--- src/design/crm_pkg.sv ---
// crm_pkg: shared constants, codes and types of the can multiframe reassembler
// used by crm_seg_ram, crm_session and can_multiframe_reassembler
`default_nettype none

package crm_pkg;

   localparam int SegmentBytes = 7;
   localparam int SegmentCount = 16;
   localparam int SlotW        = $clog2(SegmentCount);
   localparam int WordW        = 56;
   localparam int AddrW        = 7;
   // reciprocal of the segment size, scaled by 2**RecipShift, rounded up
   localparam int RecipShift   = 10;
   localparam int RecipMul     = ((1 << RecipShift) + SegmentBytes - 1) / SegmentBytes;
   localparam int RecipW       = 8;
   localparam int ProdW        = AddrW + RecipW;

   typedef enum logic [1:0] {
      CMD_RECEIVE = 2'd0,
      CMD_READ    = 2'd1,
      CMD_CLEAR   = 2'd2,
      CMD_NOP     = 2'd3
   } command_type;

   typedef enum logic [3:0] {
      OUT_IGNORED   = 4'd0,
      OUT_FIRST     = 4'd1,
      OUT_NEXT      = 4'd2,
      OUT_COMPLETE  = 4'd3,
      OUT_SEQ_ERROR = 4'd4,
      OUT_ERR_RESET = 4'd5,
      OUT_OVERRUN   = 4'd6,
      OUT_READ      = 4'd7,
      OUT_CLEARED   = 4'd8
   } outcome_type;

   // item waiting for its state update
   typedef struct packed {
      command_type      command;
      logic [7:0]       header_byte;
      logic [WordW-1:0] payload_bytes;
      logic [3:0]       frame_length;
      logic [4:0]       slot;
      logic [2:0]       pos;
   } item_type;

   typedef struct packed {
      logic             en;
      logic [SlotW-1:0] addr;
      logic [WordW-1:0] data;
   } wr_type;

   typedef struct packed {
      outcome_type outcome;
      logic        message_done;
      logic [3:0]  last_segment;
      logic [3:0]  segment_index;
      logic [7:0]  payload_length;
      logic [7:0]  error_count;
      logic [7:0]  read_data;
   } result_type;

endpackage

`default_nettype wire

--- src/design/crm_seg_ram.sv ---
// crm_seg_ram: segment store, one synchronous read port and one write port
// per-entry valid bits make never-written or cleared entries read as zero; uses crm_pkg
`default_nettype none

module crm_seg_ram (
   input  wire logic                         clock,
   input  wire logic                         reset,
   input  wire logic                         rd_en,
   input  wire logic [crm_pkg::SlotW-1:0]    rd_addr,
   input  wire crm_pkg::wr_type              wr,
   input  wire logic                         clear,
   output logic      [crm_pkg::WordW-1:0]    rd_data
);
   import crm_pkg::*;

   logic [WordW-1:0]        mem [SegmentCount];
   logic [SegmentCount-1:0] valid_ff;
   logic [WordW-1:0]        rd_data_ff;

   always_ff @(posedge clock) begin
      if (reset) begin
         valid_ff <= '0;
      end else if (clear) begin
         valid_ff <= '0;
      end else if (wr.en) begin
         valid_ff[wr.addr] <= 1'b1;
      end
   end

   always_ff @(posedge clock) begin
      if (wr.en && !clear) begin
         mem[wr.addr] <= wr.data;
      end
      if (rd_en) begin
         rd_data_ff <= valid_ff[rd_addr] ? mem[rd_addr] : '0;
      end
   end

   assign rd_data = rd_data_ff;

endmodule

`default_nettype wire

--- src/design/crm_session.sv ---
// crm_session: session registers and the per-item update of the reassembler
// merges the frame into the old slot word and issues the write back; uses crm_pkg
`default_nettype none

module crm_session (
   input  wire logic                      clock,
   input  wire logic                      reset,
   input  wire logic                      fire,
   input  wire crm_pkg::item_type         item,
   input  wire logic [crm_pkg::WordW-1:0] old_word,
   output crm_pkg::result_type            result,
   output crm_pkg::wr_type                wr,
   output logic                           clear
);
   import crm_pkg::*;

   logic [3:0] last_ff, last_in;
   logic [3:0] index_ff, index_in;
   logic       done_ff, done_in;
   logic [7:0] total_ff, total_in;
   logic [7:0] errors_ff, errors_in;

   logic [3:0]       idx;
   logic [3:0]       len_cap;
   logic [3:0]       n_raw;
   logic [3:0]       n;
   logic [WordW-1:0] mask;
   logic [8:0]       total_sum;
   logic             store;
   logic             slot_ok;
   outcome_type      outcome;
   logic [7:0]       rd;

   always_comb begin
      idx     = item.header_byte[3:0];
      len_cap = (item.frame_length > 4'd8) ? 4'd8 : item.frame_length;
      n_raw   = len_cap - 4'd1;
      n       = (n_raw > 4'(SegmentBytes)) ? 4'(SegmentBytes) : n_raw;
      for (int i = 0; i < WordW / 8; i++) begin
         mask[i*8 +: 8] = (4'(i) < n) ? 8'hff : 8'h00;
      end
      total_sum = {1'b0, total_ff} + {5'b0, n};
      slot_ok   = item.slot < 5'(SegmentCount);
   end

   always_comb begin
      last_in   = last_ff;
      index_in  = index_ff;
      done_in   = done_ff;
      total_in  = total_ff;
      errors_in = errors_ff;
      outcome   = OUT_IGNORED;
      rd        = 8'd0;
      store     = 1'b0;
      clear     = 1'b0;
      wr.en     = 1'b0;
      wr.addr   = SlotW'(item.slot);
      wr.data   = (old_word & ~mask) | (item.payload_bytes & mask);
      unique case (item.command)
         CMD_RECEIVE: begin
            if (item.header_byte != 8'd0 && !done_ff && item.frame_length != 4'd0) begin
               if (idx == 4'd0) begin
                  last_in  = item.header_byte[7:4];
                  index_in = 4'd0;
                  store    = 1'b1;
                  outcome  = OUT_FIRST;
               end else if (idx - 4'd1 == index_ff) begin
                  index_in = idx;
                  store    = 1'b1;
                  if (idx == last_ff) begin
                     done_in = 1'b1;
                     outcome = OUT_COMPLETE;
                  end else begin
                     outcome = OUT_NEXT;
                  end
               end else begin
                  errors_in = (errors_ff == 8'hff) ? errors_ff : errors_ff + 8'd1;
                  if (errors_in > 8'd3) begin
                     clear   = 1'b1;
                     outcome = OUT_ERR_RESET;
                  end else begin
                     outcome = OUT_SEQ_ERROR;
                  end
               end
               if (store && n != 4'd0) begin
                  total_in = total_sum[8] ? 8'hff : total_sum[7:0];
                  wr.en    = slot_ok;
               end
               if (!clear && index_in > last_in) begin
                  clear   = 1'b1;
                  outcome = OUT_OVERRUN;
               end
            end
         end
         CMD_READ: begin
            outcome = OUT_READ;
            if (slot_ok) begin
               rd = old_word[item.pos*8 +: 8];
            end
         end
         CMD_CLEAR: begin
            clear   = 1'b1;
            outcome = OUT_CLEARED;
         end
         default: begin
            outcome = OUT_IGNORED;
         end
      endcase
      if (clear) begin
         last_in  = 4'd0;
         index_in = 4'd0;
         done_in  = 1'b0;
         total_in = 8'd0;
         wr.en    = 1'b0;
      end
      if (!fire) begin
         wr.en = 1'b0;
         clear = 1'b0;
      end
   end

   always_ff @(posedge clock) begin
      if (reset) begin
         last_ff   <= '0;
         index_ff  <= '0;
         done_ff   <= 1'b0;
         total_ff  <= '0;
         errors_ff <= '0;
      end else if (fire) begin
         last_ff   <= last_in;
         index_ff  <= index_in;
         done_ff   <= done_in;
         total_ff  <= total_in;
         errors_ff <= errors_in;
      end
   end

   always_comb begin
      result.outcome        = outcome;
      result.message_done   = done_in;
      result.last_segment   = last_in;
      result.segment_index  = index_in;
      result.payload_length = total_in;
      result.error_count    = errors_in;
      result.read_data      = rd;
   end

endmodule

`default_nettype wire

--- src/design/can_multiframe_reassembler.sv ---
// can_multiframe_reassembler: top level, input stage with forwarding and output register
// instantiates crm_seg_ram and crm_session; uses crm_pkg
`default_nettype none

// Rebuilds a multi-frame CAN message in a 16-slot segment store. Each item is a
// receive, read, clear or no-op command and yields exactly one result item. An accepted item
// reads its slot from the store in the cycle it is taken, then updates the session
// registers and writes the slot back when it leaves the update stage, which waits while
// the result register holds an untaken result; as the store read of one item overlaps the
// write back of the one before (with forwarding of that write), a new item is taken every
// cycle when the result side keeps up. Read commands address the buffer by byte (slot = address / 7). The
// error count survives session resets and is cleared only by reset.

module can_multiframe_reassembler (
   input  wire logic        clock,
   input  wire logic        reset,
   input  wire logic        req_tvalid,
   output logic             req_tready,
   input  wire logic [79:0] req_tdata,  // header_byte, payload_bytes, frame_length, read_address
   input  wire logic [1:0]  req_tuser,  // command
   output logic             rsp_tvalid,
   input  wire logic        rsp_tready,
   output logic      [39:0] rsp_tdata,  // message_done, last_segment, segment_index,
                                        // payload_length, error_count, read_data
   output logic      [3:0]  rsp_tuser   // outcome
);
   import crm_pkg::*;

   logic [7:0]       in_header;
   logic [WordW-1:0] in_payload;
   logic [3:0]       in_length;
   logic [AddrW-1:0] in_address;
   logic [ProdW-1:0] addr_prod;
   logic [4:0]       rd_slot;
   logic [AddrW-1:0] slot_base;
   logic [2:0]       rd_pos;
   logic [SlotW-1:0] ram_addr;
   logic             accept;
   logic             fire;

   item_type         item_ff, item_in;
   logic             s1_valid_ff;
   logic             fwd_hit_ff;
   logic             fwd_clr_ff;
   logic [WordW-1:0] fwd_data_ff;
   logic [WordW-1:0] ram_data;
   logic [WordW-1:0] old_word;

   result_type       result;
   result_type       rsp_ff;
   logic             rsp_valid_ff;
   wr_type           wr;
   logic             clear;

   assign in_header  = req_tdata[7:0];
   assign in_payload = req_tdata[63:8];
   assign in_length  = req_tdata[67:64];
   assign in_address = req_tdata[74:68];

   always_comb begin
      addr_prod = ProdW'(in_address) * ProdW'(RecipMul);
      rd_slot   = 5'(addr_prod >> RecipShift);
      slot_base = AddrW'(rd_slot) * AddrW'(SegmentBytes);
      rd_pos    = 3'(in_address - slot_base);
      item_in.command       = command_type'(req_tuser);
      item_in.header_byte   = in_header;
      item_in.payload_bytes = in_payload;
      item_in.frame_length  = in_length;
      item_in.slot          = (command_type'(req_tuser) == CMD_READ) ? rd_slot
                                                                      : {1'b0, in_header[3:0]};
      item_in.pos           = rd_pos;
      ram_addr              = SlotW'(item_in.slot);
   end

   assign fire       = s1_valid_ff && (!rsp_valid_ff || rsp_tready);
   assign req_tready = !s1_valid_ff || fire;
   assign accept     = req_tvalid && req_tready;

   crm_seg_ram u_seg_ram (
      .clock   (clock),
      .reset   (reset),
      .rd_en   (accept),
      .rd_addr (ram_addr),
      .wr      (wr),
      .clear   (clear),
      .rd_data (ram_data)
   );

   always_comb begin
      if (fwd_clr_ff) begin
         old_word = '0;
      end else if (fwd_hit_ff) begin
         old_word = fwd_data_ff;
      end else begin
         old_word = ram_data;
      end
   end

   crm_session u_session (
      .clock    (clock),
      .reset    (reset),
      .fire     (fire),
      .item     (item_ff),
      .old_word (old_word),
      .result   (result),
      .wr       (wr),
      .clear    (clear)
   );

   always_ff @(posedge clock) begin
      if (reset) begin
         s1_valid_ff  <= 1'b0;
         rsp_valid_ff <= 1'b0;
      end else begin
         if (accept) begin
            s1_valid_ff <= 1'b1;
         end else if (fire) begin
            s1_valid_ff <= 1'b0;
         end
         if (fire) begin
            rsp_valid_ff <= 1'b1;
         end else if (rsp_tready) begin
            rsp_valid_ff <= 1'b0;
         end
      end
   end

   always_ff @(posedge clock) begin
      if (accept) begin
         item_ff     <= item_in;
         fwd_clr_ff  <= clear;
         fwd_hit_ff  <= wr.en && (wr.addr == ram_addr);
         fwd_data_ff <= wr.data;
      end
      if (fire) begin
         rsp_ff <= result;
      end
   end

   assign rsp_tvalid = rsp_valid_ff;
   assign rsp_tuser  = rsp_ff.outcome;
   assign rsp_tdata  = {7'b0, rsp_ff.read_data, rsp_ff.error_count, rsp_ff.payload_length,
                        rsp_ff.segment_index, rsp_ff.last_segment, rsp_ff.message_done};

   a_complete_sets_done : assert property (@(posedge clock) disable iff (reset)
      rsp_tvalid && rsp_ff.outcome == OUT_COMPLETE |-> rsp_ff.message_done)
      else $error("complete outcome without message_done");

   a_reset_clears_session : assert property (@(posedge clock) disable iff (reset)
      rsp_tvalid && (rsp_ff.outcome == OUT_ERR_RESET || rsp_ff.outcome == OUT_OVERRUN ||
                     rsp_ff.outcome == OUT_CLEARED)
      |-> !rsp_ff.message_done && rsp_ff.payload_length == 8'd0 &&
          rsp_ff.segment_index == 4'd0)
      else $error("session reset left state behind");

   a_write_only_on_fire : assert property (@(posedge clock) disable iff (reset)
      (wr.en || clear) |-> fire)
      else $error("segment store touched without an item in flight");

   a_ready_when_empty : assert property (@(posedge clock) disable iff (reset)
      !s1_valid_ff |-> req_tready)
      else $error("input stalled with empty update stage");

endmodule

`default_nettype wire

--- config.mk ---
export PLATFORM = sky130hd
export DESIGN_NAME = can_multiframe_reassembler
export DESIGN_NICKNAME = d
export VERILOG_FILES = /design/src/design/crm_pkg.sv /design/src/design/crm_seg_ram.sv /design/src/design/crm_session.sv /design/src/design/can_multiframe_reassembler.sv
export SDC_FILE = /design/constraint.sdc
export NUM_CORES = 1
export LEC_CHECK = 0
export BUFFER_PORTS_ARGS = -buffer_cell sky130_fd_sc_hd__buf_2
export CAP_MARGIN = 10
export CORE_MARGIN = 2
export CORE_UTILIZATION = 65
export CTS_BUF_LIST = sky130_fd_sc_hd__clkbuf_2
export DETAILED_ROUTE_END_ITERATION = 6
export PLACE_DENSITY = 0.84
export SYNTH_ARGS = -nofsm -noshare
export SYNTH_HDL_FRONTEND = slang
export SYNTH_SLANG_ARGS = --single-unit
--- constraint.sdc ---
create_clock -name clock -period 7.7 [get_ports clock]
set_input_delay 0.385 -clock clock [delete_from_list [all_inputs] [get_ports clock]]
set_output_delay 0.385 -clock clock [all_outputs]
set_load 0.03 [all_outputs]
==> impl_metrics.tcl <==
set metrics [dict create \
    run_status "complete, but fails checks" \
    violations "design-rule violations" \
    cts-resized-gates 0 \
    yosys.area.top_type "edfxtp_1" \
    synth_seq_cells 1168 \
    routed_wl_um 120000 \
    core_um2 74600 \
    crit_fanout 27 \
    cts_root_buf "clkbuf_2" \
    cts_tree "yes" \
    synth_area_per_cell_um2 17.0 \
    synth_cell_types 69 \
    async_flop_share 0 \
    antenna_found_initial 2 \
    cp-start-kind "register" \
    setup_tns_ns 0 \
    worstHoldPathType "primary input to register" \
    rsz0062_at_grt "no" \
    yosys-top-cells-area "edfxtp_1 69%, mux2i_1 15%, a22oi_1 2.7%, dfxtp_1 1.8%, ha_1 1.3%" \
    finalHoldViolCount 0 \
    initial_core_util 0.657 \
    finalMaxSlewViolations 0 \
    dp_hpwl_um 60100 \
    criticalPathCategory "register to register" \
    postCtsSetupRepairBufs 0 \
    dr.pass1.iters 7 \
    fin_skew_ns 0.125 \
    synth_top_area_frac 0.690 \
    cp.arrival_ns 6.94 \
    cts.hold.buffers_added 159 \
    setup_violations 0 \
    grt_pass1_wl_um 178000 \
    static-leakage-power_nw 20.7 \
    maxSlewHeadroom 0.0772 \
    yosysSeqAreaShare 0.707 \
    clkTransAtPathRegs_ns 0.13 \
    fin_crit_ns 5.98 \
    io_buffers 119 \
    grt_usage 0.310 \
    wire_per_inst_um 26.4 \
    grt_max_degree 169 \
    drtIter0Drc 3730 \
    nNetsFinal 3527 \
    drc_errors 8 \
    synthCells 2879 \
    synthFlopType "edfxtp_1" \
    drtAntennaViolNets 0 \
    irDropWorstVdd_uv 209 \
    vias_per_cell 6.41 \
    grt-ovfl-total 0 \
    syn_to_final_growth_pct 12.1 \
    rows 100 \
    die_w_um 279 \
    clock_path_buffers 4 \
    io_pins 132 \
    endpoint_kind "register" \
    clock_latency_ns 1.46 \
    p_per_area_nw_per_um2 239 \
    dieHeight_um 279 \
    drv_cap 0 \
    final.period_utilization 0.776 \
    via_count 29225 \
    synth_edf_count 1125 \
    placed_area_um2 50900 \
    cts.sinks 1168 \
    die-area_um2 77600 \
    drive_above_1_share 0.203 \
    grt_pass1_vias 29762 \
    fmax_mhz 167 \
    fin_hold_ws_ns 0.137 \
    yosysWarnings 0 \
    htreeDepth 5 \
    stdcell_area_um2 54900 \
    worstPathRequired_ns 8.67 \
    worst_pin_slew_ns 1.38 \
    synthesis.area_um2 49000 \
    cts_buffers 294 \
    place.gp.congestion 0.843 \
]
## Yosys cell counts, types with 16 or more instances
| cell | count |
|---|---|
| edfxtp_1 | 1125 |
| mux4_2 | 24 |
| buf_2 | 78 |
| mux2i_1 | 758 |
| a22oi_1 | 173 |
| o21ai_0 | 19 |
| a21oi_1 | 49 |
| clkbuf_1 | 41 |
| ha_1 | 50 |
| o21a_1 | 30 |
| buf_6 | 16 |
| buf_4 | 29 |
| dfxtp_1 | 43 |
| nand2_1 | 87 |
| nor2_1 | 65 |
| xnor2_1 | 19 |
| o31ai_1 | 40 |
| inv_1 | 35 |
## per-layer routing
metal | vias up | global-route usage | routed length, um
met4 | 0 | 0.157 | 5450
met1 | 14364 | 0.393 | 42700
met5 | - | 0 | 0
li1 | 12527 | - | -
met3 | 412 | 0.0660 | 12600
met2 | 1922 | 0.512 | 59500
## cell families after synthesis
group	synth area share
buffers and inverters	0.0234
other	0.0000765
and+or+nand+nor	0.0282
adders and majority gates	0.0148
DFF	0.707
muxes	0.169
xor gates and xnor gates	0.00585
AOI/OAI and AO/OA	0.0515
## flip-flops by register name (all words and copies together) (netlist names)
signal / cells
u_session.done_ff: 1
s1_valid_ff: 1
fwd_data_ff: 56
rsp_tuser: 4
fwd_clr_ff: 1
fwd_hit_ff: 1
u_seg_ram.mem: 896
u_session.last_ff: 4
rsp_tdata: 33
u_session.index_ff: 4
rsp_tvalid: 1
u_session.errors_ff: 8
u_seg_ram.valid_ff: 16
u_session.total_ff: 8
item_ff: 78
u_seg_ram.rd_data: 56
## report_power, final
part / switching [mW] / internal (mW)
Clock: 2.41 / 1.55
Combinational: 1.18 / 0.776
Sequential: 0.0726 / 7.16
## per-stage QoR
stage	cells	total power [mW]	utilization	worst slack, ns
floorplan	2886	8.72	-	0.925
global placement	3899	9.12	0.682	1.83
detailed placement	3899	9.21	0.682	1.81
CTS	4548	13.1	0.736	1.87
global route	4557	13.6	0.737	1.53
finish	4557	13.2	0.737	1.72
## cell type report
class,instances,area [um2]
antenna,8,20.0
clock buffer,406,2030
clock inverter,84,437
fill,4301,19600
inverter,35,131
multi-input combinational,1508,13400
sequential,1168,34600
tap,969,1210
timing repair buffer,379,3050
## worst paths after layout
kind	start	end	slack (ns)	cells past startpoint
min	req_tdata[68]	item_ff[1]	0.14	5
min reg2reg	u_seg_ram.valid_ff[0]	u_seg_ram.valid_ff[0]	0.48	1
max reg2reg	item_ff[68]	u_seg_ram.mem[4][30]	1.72	16
max	item_ff[68]	u_seg_ram.mem[4][30]	1.72	16
## layout by cell type (no fill, tap or decap), types with 15 or more instances in the layout
| master | n |
|---|---|
| a21oi_1 | 47 |
| a22oi_1 | 172 |
| buf_2 | 119 |
| buf_4 | 93 |
| clkbuf_2 | 406 |
| clkinv_1 | 63 |
| dfxtp_1 | 43 |
| dlygate4sd3_1 | 159 |
| edfxtp_1 | 1125 |
| ha_1 | 50 |
| inv_1 | 34 |
| mux2i_1 | 758 |
| mux4_2 | 24 |
| nand2_1 | 87 |
| nand2b_1 | 15 |
| nor2_1 | 65 |
| o21a_1 | 30 |
| o21ai_0 | 19 |
| o31ai_1 | 38 |
| xnor2_1 | 19 |
## critical path, cell delays in order (launching register included)
cell	delay [ns]
edfxtp_1	0.53
inv_1	0.08
ha_1	0.31
xnor2_1	0.14
nor3_2	0.25
and2_1	0.33
mux2i_1	0.22
nor2_1	0.06
ha_1	0.28
nor2b_1	0.13
o21a_1	0.16
o21a_1	0.18
o21a_1	0.20
a21oi_1	0.34
o211ai_4	0.45
nor4_4	1.24
buf_4	0.66
Power figures use the tool's default switching activity.
